--- config.mk ---
export PLATFORM = sky130hd
export DESIGN_NAME = trial_division_prime_test_top
export DESIGN_NICKNAME = d
export VERILOG_FILES = /design/src/sv/tdpt_pkg.sv /design/src/sv/trial_division_prime_test_top.sv /design/src/sv/tdpt_datapath.sv /design/src/sv/tdpt_ctrl.sv
export SDC_FILE = /design/constraint.sdc
export NUM_CORES = 1
export LEC_CHECK = 0
export ABC_AREA = 1
export BUFFER_PORTS_ARGS = -buffer_cell sky130_fd_sc_hd__buf_4
export CORE_ASPECT_RATIO = 1.75
export CORE_MARGIN = 2
export CORE_UTILIZATION = 50
export DETAILED_ROUTE_END_ITERATION = 7
export PLACE_DENSITY_LB_ADDON = 0.12
export SLEW_MARGIN = 20
export SYNTH_ARGS = -nofsm -noshare
export SYNTH_HDL_FRONTEND = slang
export SYNTH_SLANG_ARGS = --single-unit
--- constraint.sdc ---
create_clock -name clk -period 2.07 [get_ports clk]
set_input_delay 0.3105 -clock clk [delete_from_list [all_inputs] [get_ports clk]]
set_output_delay 0.3105 -clock clk [all_outputs]
set_load 0.1 [all_outputs]
--- src/sv/tdpt_pkg.sv ---
`timescale 1ns / 1ps

package tdpt_pkg;

  // fixed widths of the stream payloads
  localparam int CANDIDATE_W   = 32;
  localparam int IN_TDATA_W    = 32;
  localparam int OUT_TDATA_W   = 8;
  localparam int WIDTH_DEFAULT = 32;

  // first odd divisor tried and the step between divisors
  localparam int FIRST_DIVISOR = 3;
  localparam int DIVISOR_STEP  = 2;

  // commands from the controller to the datapath
  typedef struct packed {
    logic load;       // capture a new candidate
    logic div_start;  // begin a remainder computation
    logic div_step;   // one restoring-division bit
    logic next_div;   // advance to the next odd divisor
  } dp_cmd_t;

  // status from the datapath to the controller
  typedef struct packed {
    logic lt_two;     // candidate is 0 or 1
    logic is_two;     // candidate is 2
    logic is_even;    // candidate is even
    logic sq_le;      // divisor squared does not exceed candidate
    logic div_last;   // current division bit is the last one
    logic rem_zero;   // remainder of the last division is zero
  } dp_stat_t;

endpackage

--- src/sv/trial_division_prime_test_top.sv ---
`timescale 1ns / 1ps

// Trial-division primality test. Each beat on the slave side carries one
// unsigned candidate; one beat on the master side answers 1 if it is prime.
// Only the low WIDTH bits of the candidate are tested. Zero, one, two and
// other even values are answered without any division; an odd value is
// divided by the odd divisors in turn (3, 5, 7, ... up to the square root
// or the first one that divides). The time is set by the bit-serial
// remainder unit, which retires one bit per cycle. A new candidate is
// taken once the previous one has finished; its result may still wait in
// the output register meanwhile.
module trial_division_prime_test_top #(
  parameter int WIDTH = tdpt_pkg::WIDTH_DEFAULT
) (
  input  logic                               clk,
  input  logic                               rst,
  input  logic                               s_tvalid,
  output logic                               s_tready,
  input  logic [tdpt_pkg::IN_TDATA_W-1:0]    s_tdata,   // [31:0] candidate
  output logic                               m_tvalid,
  input  logic                               m_tready,
  output logic [tdpt_pkg::OUT_TDATA_W-1:0]   m_tdata    // [0] is_prime, [7:1] zero
);

  // value width actually tested: candidates never exceed 32 bits
  localparam int VW = (WIDTH < tdpt_pkg::CANDIDATE_W) ? WIDTH : tdpt_pkg::CANDIDATE_W;

  tdpt_pkg::dp_cmd_t  cmd;
  tdpt_pkg::dp_stat_t stat;

  tdpt_datapath #(
    .VW(VW)
  ) u_datapath (
    .clk       (clk),
    .candidate (s_tdata),
    .cmd       (cmd),
    .stat      (stat)
  );

  tdpt_ctrl u_ctrl (
    .clk      (clk),
    .rst      (rst),
    .s_tvalid (s_tvalid),
    .s_tready (s_tready),
    .m_tvalid (m_tvalid),
    .m_tready (m_tready),
    .m_tdata  (m_tdata),
    .cmd      (cmd),
    .stat     (stat)
  );

  // one candidate at a time: no second beat right after an accepted one
  a_one_at_a_time: assert property (@(posedge clk) disable iff (rst)
    s_tvalid && s_tready |=> !s_tready)
    else $error("input taken while a test is in progress");

  // datapath commands never overlap
  a_cmd_onehot: assert property (@(posedge clk) disable iff (rst)
    $onehot0({cmd.load, cmd.div_start, cmd.div_step, cmd.next_div}))
    else $error("overlapping datapath commands");

  // pad bits of the result stay zero
  a_pad_zero: assert property (@(posedge clk) disable iff (rst)
    m_tvalid |-> (m_tdata[tdpt_pkg::OUT_TDATA_W-1:1] == '0))
    else $error("nonzero pad bits in result");

endmodule

--- src/sv/tdpt_datapath.sv ---
`timescale 1ns / 1ps

module tdpt_datapath #(
  parameter int VW = tdpt_pkg::CANDIDATE_W
) (
  input  logic                                clk,
  input  logic [tdpt_pkg::CANDIDATE_W-1:0]    candidate,
  input  tdpt_pkg::dp_cmd_t                   cmd,
  output tdpt_pkg::dp_stat_t                  stat
);

  // divisor width covers sqrt of the largest value plus one step
  localparam int DW = (VW + 1) / 2 + 1;
  localparam int SW = 2 * DW;
  localparam int CW = (VW > 1) ? $clog2(VW) : 1;

  logic [VW-1:0] value;
  logic [DW-1:0] divisor;
  logic [SW-1:0] square;
  logic [DW:0]   rem;
  logic [VW-1:0] shreg;
  logic [CW-1:0] cnt;

  logic [DW:0]   rem_shift;
  logic [DW:0]   rem_sub;
  logic          rem_ge;
  logic [DW:0]   rem_next;

  // one restoring-division bit: shift in the next value bit, subtract if it fits
  always_comb begin
    rem_shift = {rem[DW-1:0], shreg[VW-1]};
    rem_ge    = rem_shift >= {1'b0, divisor};
    rem_sub   = rem_shift - {1'b0, divisor};
    rem_next  = rem_ge ? rem_sub : rem_shift;
  end

  // candidate, divisor and its square
  always_ff @(posedge clk) begin
    if (cmd.load) begin
      value   <= candidate[VW-1:0];
      divisor <= DW'(tdpt_pkg::FIRST_DIVISOR);
      square  <= SW'(tdpt_pkg::FIRST_DIVISOR * tdpt_pkg::FIRST_DIVISOR);
    end else if (cmd.next_div) begin
      // (d + 2)^2 = d^2 + 4d + 4
      divisor <= divisor + DW'(tdpt_pkg::DIVISOR_STEP);
      square  <= square + (SW'(divisor) << 2) + SW'(4);
    end
  end

  // bit-serial remainder unit
  always_ff @(posedge clk) begin
    if (cmd.div_start) begin
      rem   <= '0;
      shreg <= value;
      cnt   <= '0;
    end else if (cmd.div_step) begin
      rem   <= rem_next;
      shreg <= shreg << 1;
      cnt   <= cnt + CW'(1);
    end
  end

  // status back to the controller
  always_comb begin
    stat.lt_two   = value < VW'(2);
    stat.is_two   = value == VW'(2);
    stat.is_even  = ~value[0];
    stat.sq_le    = square <= SW'(value);
    stat.div_last = cnt == CW'(VW - 1);
    stat.rem_zero = rem == '0;
  end

endmodule

--- src/sv/tdpt_ctrl.sv ---
`timescale 1ns / 1ps

module tdpt_ctrl (
  input  logic                               clk,
  input  logic                               rst,
  input  logic                               s_tvalid,
  output logic                               s_tready,
  output logic                               m_tvalid,
  input  logic                               m_tready,
  output logic [tdpt_pkg::OUT_TDATA_W-1:0]   m_tdata,   // [0] is_prime, rest zero
  output tdpt_pkg::dp_cmd_t                  cmd,
  input  tdpt_pkg::dp_stat_t                 stat
);

  typedef enum logic [2:0] {
    S_IDLE,
    S_CLASS,
    S_CHECK,
    S_DIV,
    S_EVAL,
    S_DONE
  } state_t;

  state_t state;
  logic   res;

  assign s_tready = state == S_IDLE;

  // datapath commands decoded from state and status
  always_comb begin
    cmd.load      = (state == S_IDLE) && s_tvalid;
    cmd.div_start = (state == S_CHECK) && stat.sq_le;
    cmd.div_step  = state == S_DIV;
    cmd.next_div  = (state == S_EVAL) && !stat.rem_zero;
  end

  // state, pending result and output register
  always_ff @(posedge clk) begin
    if (rst) begin
      state    <= S_IDLE;
      res      <= 1'b0;
      m_tvalid <= 1'b0;
      m_tdata  <= '0;
    end else begin
      // a finished result keeps the output beat valid, else it drops once taken
      if (state == S_DONE) begin
        m_tvalid <= 1'b1;
      end else if (m_tready) begin
        m_tvalid <= 1'b0;
      end
      unique case (state)
        S_IDLE: begin
          if (s_tvalid) begin
            state <= S_CLASS;
          end
        end
        // zero, one, two and even values need no division
        S_CLASS: begin
          if (stat.lt_two || (stat.is_even && !stat.is_two)) begin
            res   <= 1'b0;
            state <= S_DONE;
          end else if (stat.is_two) begin
            res   <= 1'b1;
            state <= S_DONE;
          end else begin
            state <= S_CHECK;
          end
        end
        S_CHECK: begin
          if (stat.sq_le) begin
            state <= S_DIV;
          end else begin
            res   <= 1'b1;
            state <= S_DONE;
          end
        end
        S_DIV: begin
          if (stat.div_last) begin
            state <= S_EVAL;
          end
        end
        S_EVAL: begin
          if (stat.rem_zero) begin
            res   <= 1'b0;
            state <= S_DONE;
          end else begin
            state <= S_CHECK;
          end
        end
        S_DONE: begin
          if (!m_tvalid || m_tready) begin
            m_tdata  <= {{(tdpt_pkg::OUT_TDATA_W-1){1'b0}}, res};
            state    <= S_IDLE;
          end
        end
        default: begin
          state <= S_IDLE;
        end
      endcase
    end
  end

endmodule
==> key figures, run 1 <==
STA
  • Fin crit period: approximately 2.2 ns
  • Least-Margin Pin Slew: 0.797 ns
  • Fin Hold WS: 0.0478 ns
  • Pins Over Slew Limit: 0
  • Final hold vios: 0
  • # setup viols final: 101
  • RSZ-0062 raised after global routing: yes
  • Setup WS post-layout: -0.180 ns
  • Part of the cycle the worst path needs: 109%
  • Rel. slew slack: 46.7%
  • Worst Skew: about 0.012 ns
  • Fmax: 444 MHz

CTS
  • CTS tree: yes
  • Latest clock arrival within the worst-skew pair: 0.44 ns
  • Number of buffers on the longest clock path: 2
  • Number of H-tree levels: 4
  • CTS root buf: clkbuf_16
  • Num CTS Buffers: 17
  • # clock sinks: 140
  • Hold_buf cts: 0
  • Clock-pin transition on the worst setup and hold timing paths: ~0.06 ns

Global routing
  • Vias in the first global route: 9316
  • Antenna violations before repair: 0
  • Largest net degree at the start of global routing: 50
  • GRT overflow: 0
  • Global-route wire length before repair: 44500 microns
  • Global-route usage over all layers: 29.6%

Floorplan
  • Initial core utilization: 50.9%
  • Top-level port count: 46
  • Die area: 0.0194 sq mm
  • Die W: 106 microns
  • Chip height: 183 microns
  • Area of the core: 0.0180 sq mm
  • Row count: 65

Placed design
  • Final Wtd Congestion: 0.901
  • Buffers on Ports: 38
  • Post-DP HPWL: 20300 microns
  • Pre-CTS setup slack: -0.218 ns

Worst hold path
  • HP Start: s_tdata[9]
  • Cell depth of the worst hold path: 1
  • Hold crit path type: input port to flop
  • Worst Hold End: u_datapath.value[9]$_DFFE_PP_

Route
  • Antenna-violating nets left: 0
  • Vias per Instance: 5.47
  • Via Count: 9259
  • Drt pass-1 iters: 5
  • 1st-iter DRT viols: 440
  • Routed WL per cell: roughly 18 microns
  • DRC Markers: 0
  • Total Wirelength: 30300 microns

Flow run
  • Maxcap violations: 0

Yosys
  • Synth warnings: 0
  • #FFs+latches synth: 140
  • Mapped Cells: ~1.2k
  • Avg Synthesized Cell Area: 7.61 sq um
  • Unique masters post-synth: between 40 and 50
  • Ys flop type: dfxtp_1
  • Syn Std Cell Area: 0.00914 sq mm
  • Post-synth ARST share: 0%
  • Register area share after synthesis: approximately 38%
  • Post-synth EDFFs: 64

Finish
  • Layout Utilization: 75.6%
  • Layout cells sized above 1: a little over two fifths
  • Commonest non-fill, non-tap cell in the layout: buf_4
  • Fin nets: around 1.6k
  • Number of diodes: 0
  • Synthesis-to-layout area growth: 48.6%
  • Most frequent cells in the layout: buf_4 (215), nand2_1 (207), inv_1 (129)

Worst setup path
  • Worst reg2reg path endpoint: u_datapath.shreg[2]$_DFFE_PP_
  • Required @ worst endpoint: 2.22 ns
  • R2R Setup Slk: -0.18 ns
  • RR Startpoint: u_datapath.square[7]$_SDFFE_PP0P_
  • Nature of the critical path endpoint: flop
  • Setup crit start kind: flop
  • Crit Path Max Fanout: 11
  • Critical Path AT: 2.40 ns
  • Reg2Reg Depth: 14
  • Setup CP Type: flop to flop

Power
  • Worst vdd rail ir drop: approximately 2.3 mV
  • Leakage: between 0.006 and 0.007 uW
  • PwrDens: 1530 mW/mm^2

Outcome
  • Failing checks: negative setup slack
  • Status: finished with violations
layout make-up:
cell class,count,area [sq um]
Inverter,164,623
Multi-Input combinational cell,872,6460
Timing Repair Buffer,250,2200
Fill cell,1209,4380
Sequential cell,140,3490
Tap cell,234,293
Clock inverter,13,93.8
Clock buffer,19,433
layer usage:
layer	global-route usage (%)	wire, microns
met1	28.0	10300
met2	56.5	16500
met3	3.91	1030
met4	21.7	2490
met5	0	0
state kept, by name, summed over array words and instances, names as in the netlist:
signal,flops
u_ctrl.m_tdata,1
u_ctrl.m_tvalid,1
u_ctrl.res,1
u_ctrl.state,3
u_datapath.cnt,5
u_datapath.divisor,16
u_datapath.rem,18
u_datapath.shreg,32
u_datapath.square,31
u_datapath.value,32
power by group:
group	internal (uW)	total [uW]	switching, uW
clock network	1530	2780	1250
logic	5900	13400	7510
registers	3940	4580	639
logic make-up after synthesis:
kind of cell               after synthesis  synth area share, %
xor gates and xnor gates                31                 2.97
AOI/OAI and AO/OA                      196                 12.3
other                                    1               0.0410
adders and majority gates               83                 11.5
and+or+nand+nor                        554                 26.5
DFF                                    140                 37.7
buffers and inverters                  196                 9.07
critical path: stages, from the launching register on:
cell     delay [ns]
dfxtp_1        0.34
buf_4          0.17
ha_4           0.22
nand2_1        0.06
nand2_1        0.06
a21oi_2        0.14
nand2_1        0.07
nand2_1        0.06
nand2_1        0.05
nand2_1        0.08
nand3_2        0.12
nand2_4        0.14
nand2_8        0.11
nand2_8        0.17
buf_12         0.15
repair_timing:
item,4_1_cts,5_1_grt
endpoints found under the setup margin,112,115
resized for setup,176,205
cloned,2,5
pin swaps,26,51
buffers inserted,10,15
synth_stat cells, types with 7 or more instances:
master | instances | area, sq um
a21oi_1 | 78 | 390
buf_4 | 13 | 97.6
clkbuf_1 | 7 | 26.3
dfxtp_1 | 76 | 1520
edfxtp_1 | 64 | 1920
ha_1 | 81 | 1010
inv_1 | 156 | 586
nand2_1 | 288 | 1080
nand3_1 | 66 | 330
nand4_1 | 27 | 169
nor2_1 | 113 | 424
nor2_2 | 7 | 43.8
nor3_1 | 18 | 90.1
nor4_1 | 7 | 43.8
o21ai_0 | 40 | 200
o21ai_1 | 41 | 205
o21ai_2 | 10 | 87.6
xnor2_1 | 11 | 96.3
xor2_1 | 20 | 175
per-stage QoR:
step / area (sq um) / cells / setup TNS, ns / power [uW]
global placement: 11000 / 1628 / -15.07 / 14900
CTS: 12500 / 1672 / -4.76 / 19200
floorplan: 9190 / 1207 / 0 / 11100
global route: 13600 / 1692 / -23.12 / 22100
detailed placement: 11000 / 1628 / -16.54 / 15000
finish: 13600 / 1692 / -12.90 / 20800
how the worst max path moves through the flow:
stage | from | end | slack, ns
floorplan | u_datapath.value[29]$_DFFE_PP_ | u_datapath.shreg[0]$_SDFFCE_PN0P_ | 0.02
finish | u_datapath.square[7]$_SDFFE_PP0P_ | u_datapath.shreg[2]$_DFFE_PP_ | -0.18
detailed placement | u_datapath.value[29]$_DFFE_PP_ | u_datapath.shreg[7]$_DFFE_PP_ | -0.22
global route | u_datapath.value[23]$_DFFE_PP_ | u_ctrl.state[1]$_SDFFE_PP0P_ | -0.27
global placement | u_datapath.value[29]$_DFFE_PP_ | u_datapath.shreg[22]$_DFFE_PP_ | -0.20
CTS | u_datapath.value[25]$_DFFE_PP_ | u_datapath.shreg[15]$_DFFE_PP_ | -0.09
Power figures use the tool's default switching activity.
==> run 2, diff against run 1 <==
Settings changed: CORE_UTILIZATION 50 to 25.
==> run 2 against run 1 <==
  * The flow still finishes with violations (negative setup slack)
  * Critical endpoint is now u_datapath.shreg[28]$_DFFE_PP_
  * Clock power up 24%
  * Sequential share of layout area down 2.1 points
  * Sequential power down 2%
==> key figures, run 2 (same netlist as run 1, synthesis figures left out) <==
Outcome
  • Status: finished with violations
  • Failing checks: negative setup slack

Placed design
  • Buffers on Ports: 38
  • Final Wtd Congestion: between 0.8 and 0.9
  • Placed inst area: 0.0117 sq mm
  • Post-DP HPWL: 25000 microns

CTS
  • Latest clock arrival within the worst-skew pair: 0.45 ns
  • CTS tree: yes
  • Number of H-tree levels: 4
  • Hold_buf cts: 0
  • CTS root buf: clkbuf_16
  • Number of buffers on the longest clock path: 2
  • Num CTS Buffers: 17
  • # clock sinks: 140
  • Clock-pin transition on the worst setup and hold timing paths: 0.07 ns

Global routing
  • Global-route wire length before repair: 50900 microns
  • GRT overflow: 0
  • Met3 Track Usage GR: between 1.5 and 2%
  • Met1 Usage GRT: 16.2%
  • Antenna violations before repair: 0
  • Global-route usage over all layers: 17.7%
  • Vias in the first global route: 9478
  • GRT met2 Usage: 37.4%
  • Gr busiest metal: met2
  • Largest net degree at the start of global routing: 50

Floorplan
  • Die area: 0.0382 sq mm
  • Row count: 92
  • Chip height: 257 microns
  • Initial core utilization: 25.4%
  • Top-level port count: 46
  • Die W: 149 microns
  • Area of the core: 0.0360 sq mm

Finish
  • Most frequent cells in the layout: buf_4 (268), nand2_1 (232), inv_1 (121)
  • Layout Utilization: 41.1%
  • Layout cells sized above 1: 45.8%
  • Number of diodes: 0
  • Fin nets: 1625
  • Final instance area: 0.0148 sq mm
  • Commonest non-fill, non-tap cell in the layout: buf_4
  • Largest regs: u_datapath.shreg x32, u_datapath.value x32, u_datapath.square x31
  • Synthesis-to-layout area growth: 61.9%

Worst hold path
  • Hold crit path type: input port to flop
  • Cell depth of the worst hold path: 1
  • Worst Hold End: u_datapath.value[21]$_DFFE_PP_
  • HP Start: s_tdata[21]

STA
  • Fin crit period: 2.28 ns
  • Worst Skew: 0.0121 ns
  • Pins Over Slew Limit: 0
  • Rel. slew slack: between 60% and 70%
  • Fmax: about 440 MHz
  • Setup WS post-layout: -0.213 ns
  • Least-Margin Pin Slew: 0.555 ns
  • RSZ-0062 raised after global routing: yes
  • Final hold vios: 0
  • # setup viols final: slightly below 100
  • Part of the cycle the worst path needs: 110%

Power
  • Clock Power Share: 14.3%
  • Switching Share: 44.4%
  • Switching power: 10700 uW
  • Worst vdd rail ir drop: 1.05 mV
  • Pint: 13400 uW
  • Leakage: around 0.0065 uW
  • Pwr Total: 24100 uW
  • PwrDens: 1630 mW/mm^2
  • Sequential power share: 18.6%
  • Gate power share: 67.1%

Route
  • Drt pass-1 iters: 4
  • DRC Markers: 0
  • Antenna-violating nets left: 0
  • Via Count: 8977
  • Vias per Instance: 4.51
  • Total Wirelength: 33600 microns
  • Routed WL per cell: 16.9 microns
  • 1st-iter DRT viols: 219

Flow run
  • Maxcap violations: 0

Worst setup path
  • Reg2Reg Depth: 13
  • Critical Path AT: ~2.5 ns
  • Crit-path slowest cell: edfxtp_1
  • Nature of the critical path endpoint: flop
  • Worst reg2reg path endpoint: u_datapath.shreg[28]$_DFFE_PP_
  • Setup CP Type: flop to flop
  • Crit Path Max Fanout: 7
  • Crit-path cells: inv_2, ha_4, nand2_4, nor2_4, nand4_1, nor2_4, nand3_2, nand3_4, nand2_4, nand2_8, buf_12, clkbuf_16, o21ai_1
  • Setup crit start kind: flop
  • Required @ worst endpoint: 2.27 ns
  • CP peak stage delay: 0.34 ns
  • R2R Setup Slk: -0.21 ns
  • RR Startpoint: u_datapath.value[25]$_DFFE_PP_
-- run 2: changes by cell type in the layout (fill, tap and decap cells not counted), sizes merged --
cell	previous run	this run
buf	246	306
bufinv	0	3
clkinv	9	5
clkinvlp	3	0
inv	165	171
nand2	298	297
-- run 2: layout make-up --
class                      count  area [sq um]
fill                        3657         21200
multi-input combinational    871          6600
sequential                   140          3490
timing repair buffer         312          2840
inverter                     164           646
tap                          470           588
clock buffer                  17           425
clock inverter                15           223
-- run 2: per-layer routing --
| metal | routed length, microns | up-vias |
|---|---|---|
| met5 | 0 | - |
| met4 | 1910 | 0 |
| met3 | 503 | 70 |
| met2 | 19900 | 105 |
| met1 | 11300 | 4210 |
| li1 | - | 4592 |
-- run 2: stage by stage --
| step | setup TNS (ns) | hold WS (ns) | instances | setup slack (ns) |
|---|---|---|---|---|
| floorplan | 0 | 0.380 | 1207 | 0.0173 |
| global placement | -18.10 | 0.452 | 1910 | -0.236 |
| detailed placement | -18.69 | 0.457 | 1910 | -0.282 |
| CTS | -8.81 | 0.00421 | 1966 | -0.127 |
| global route | -22.34 | 0.0139 | 1989 | -0.279 |
| finish | -12.60 | 0.0330 | 1989 | -0.213 |
-- run 2: power by group through the flow --
stage	Clock, uW	Combinational (uW)	Sequential, uW
finish	3440	16200	4500
global route	3640	17600	4580
CTS	3550	14700	4450
detailed placement	0	12100	4390
global placement	0	12000	4380
floorplan	0	6780	4280
-- run 2: critical path: cells and delay by family, from the launching register on --
| kind | cells | cell delay [ns] |
|---|---|---|
| compound gates | 1 | 0.06 |
| fa+ha+maj | 1 | 0.28 |
| buf+inv | 3 | 0.39 |
| flops | 1 | 0.34 |
| simple gates | 8 | 0.95 |
-- run 2: timing repair --
| item | 4_1_cts | 5_1_grt |
|---|---|---|
| setup endpoints to repair | 113 | 117 |
| cloned | 5 | 6 |
| pin swaps | 46 | 55 |
| buffers inserted | 19 | 19 |
| resized for setup | 242 | 175 |
-- run 2: how the worst max path moves through the flow --
stage | slack, ns | end | cells after the start | start
finish | -0.21 | u_datapath.shreg[28]$_DFFE_PP_ | 13 | u_datapath.value[25]$_DFFE_PP_
global route | -0.28 | u_datapath.shreg[13]$_DFFE_PP_ | 13 | u_datapath.value[23]$_DFFE_PP_
CTS | -0.13 | u_datapath.shreg[7]$_DFFE_PP_ | 11 | u_datapath.value[28]$_DFFE_PP_
detailed placement | -0.28 | u_datapath.square[16]$_SDFFE_PP0P_ | 12 | u_datapath.square[4]$_SDFFE_PP0P_
global placement | -0.24 | u_datapath.square[31]$_SDFFE_PP0P_ | 11 | u_datapath.divisor[11]$_SDFFE_PP0P_
floorplan | 0.02 | u_datapath.shreg[0]$_SDFFCE_PN0P_ | 11 | u_datapath.value[29]$_DFFE_PP_
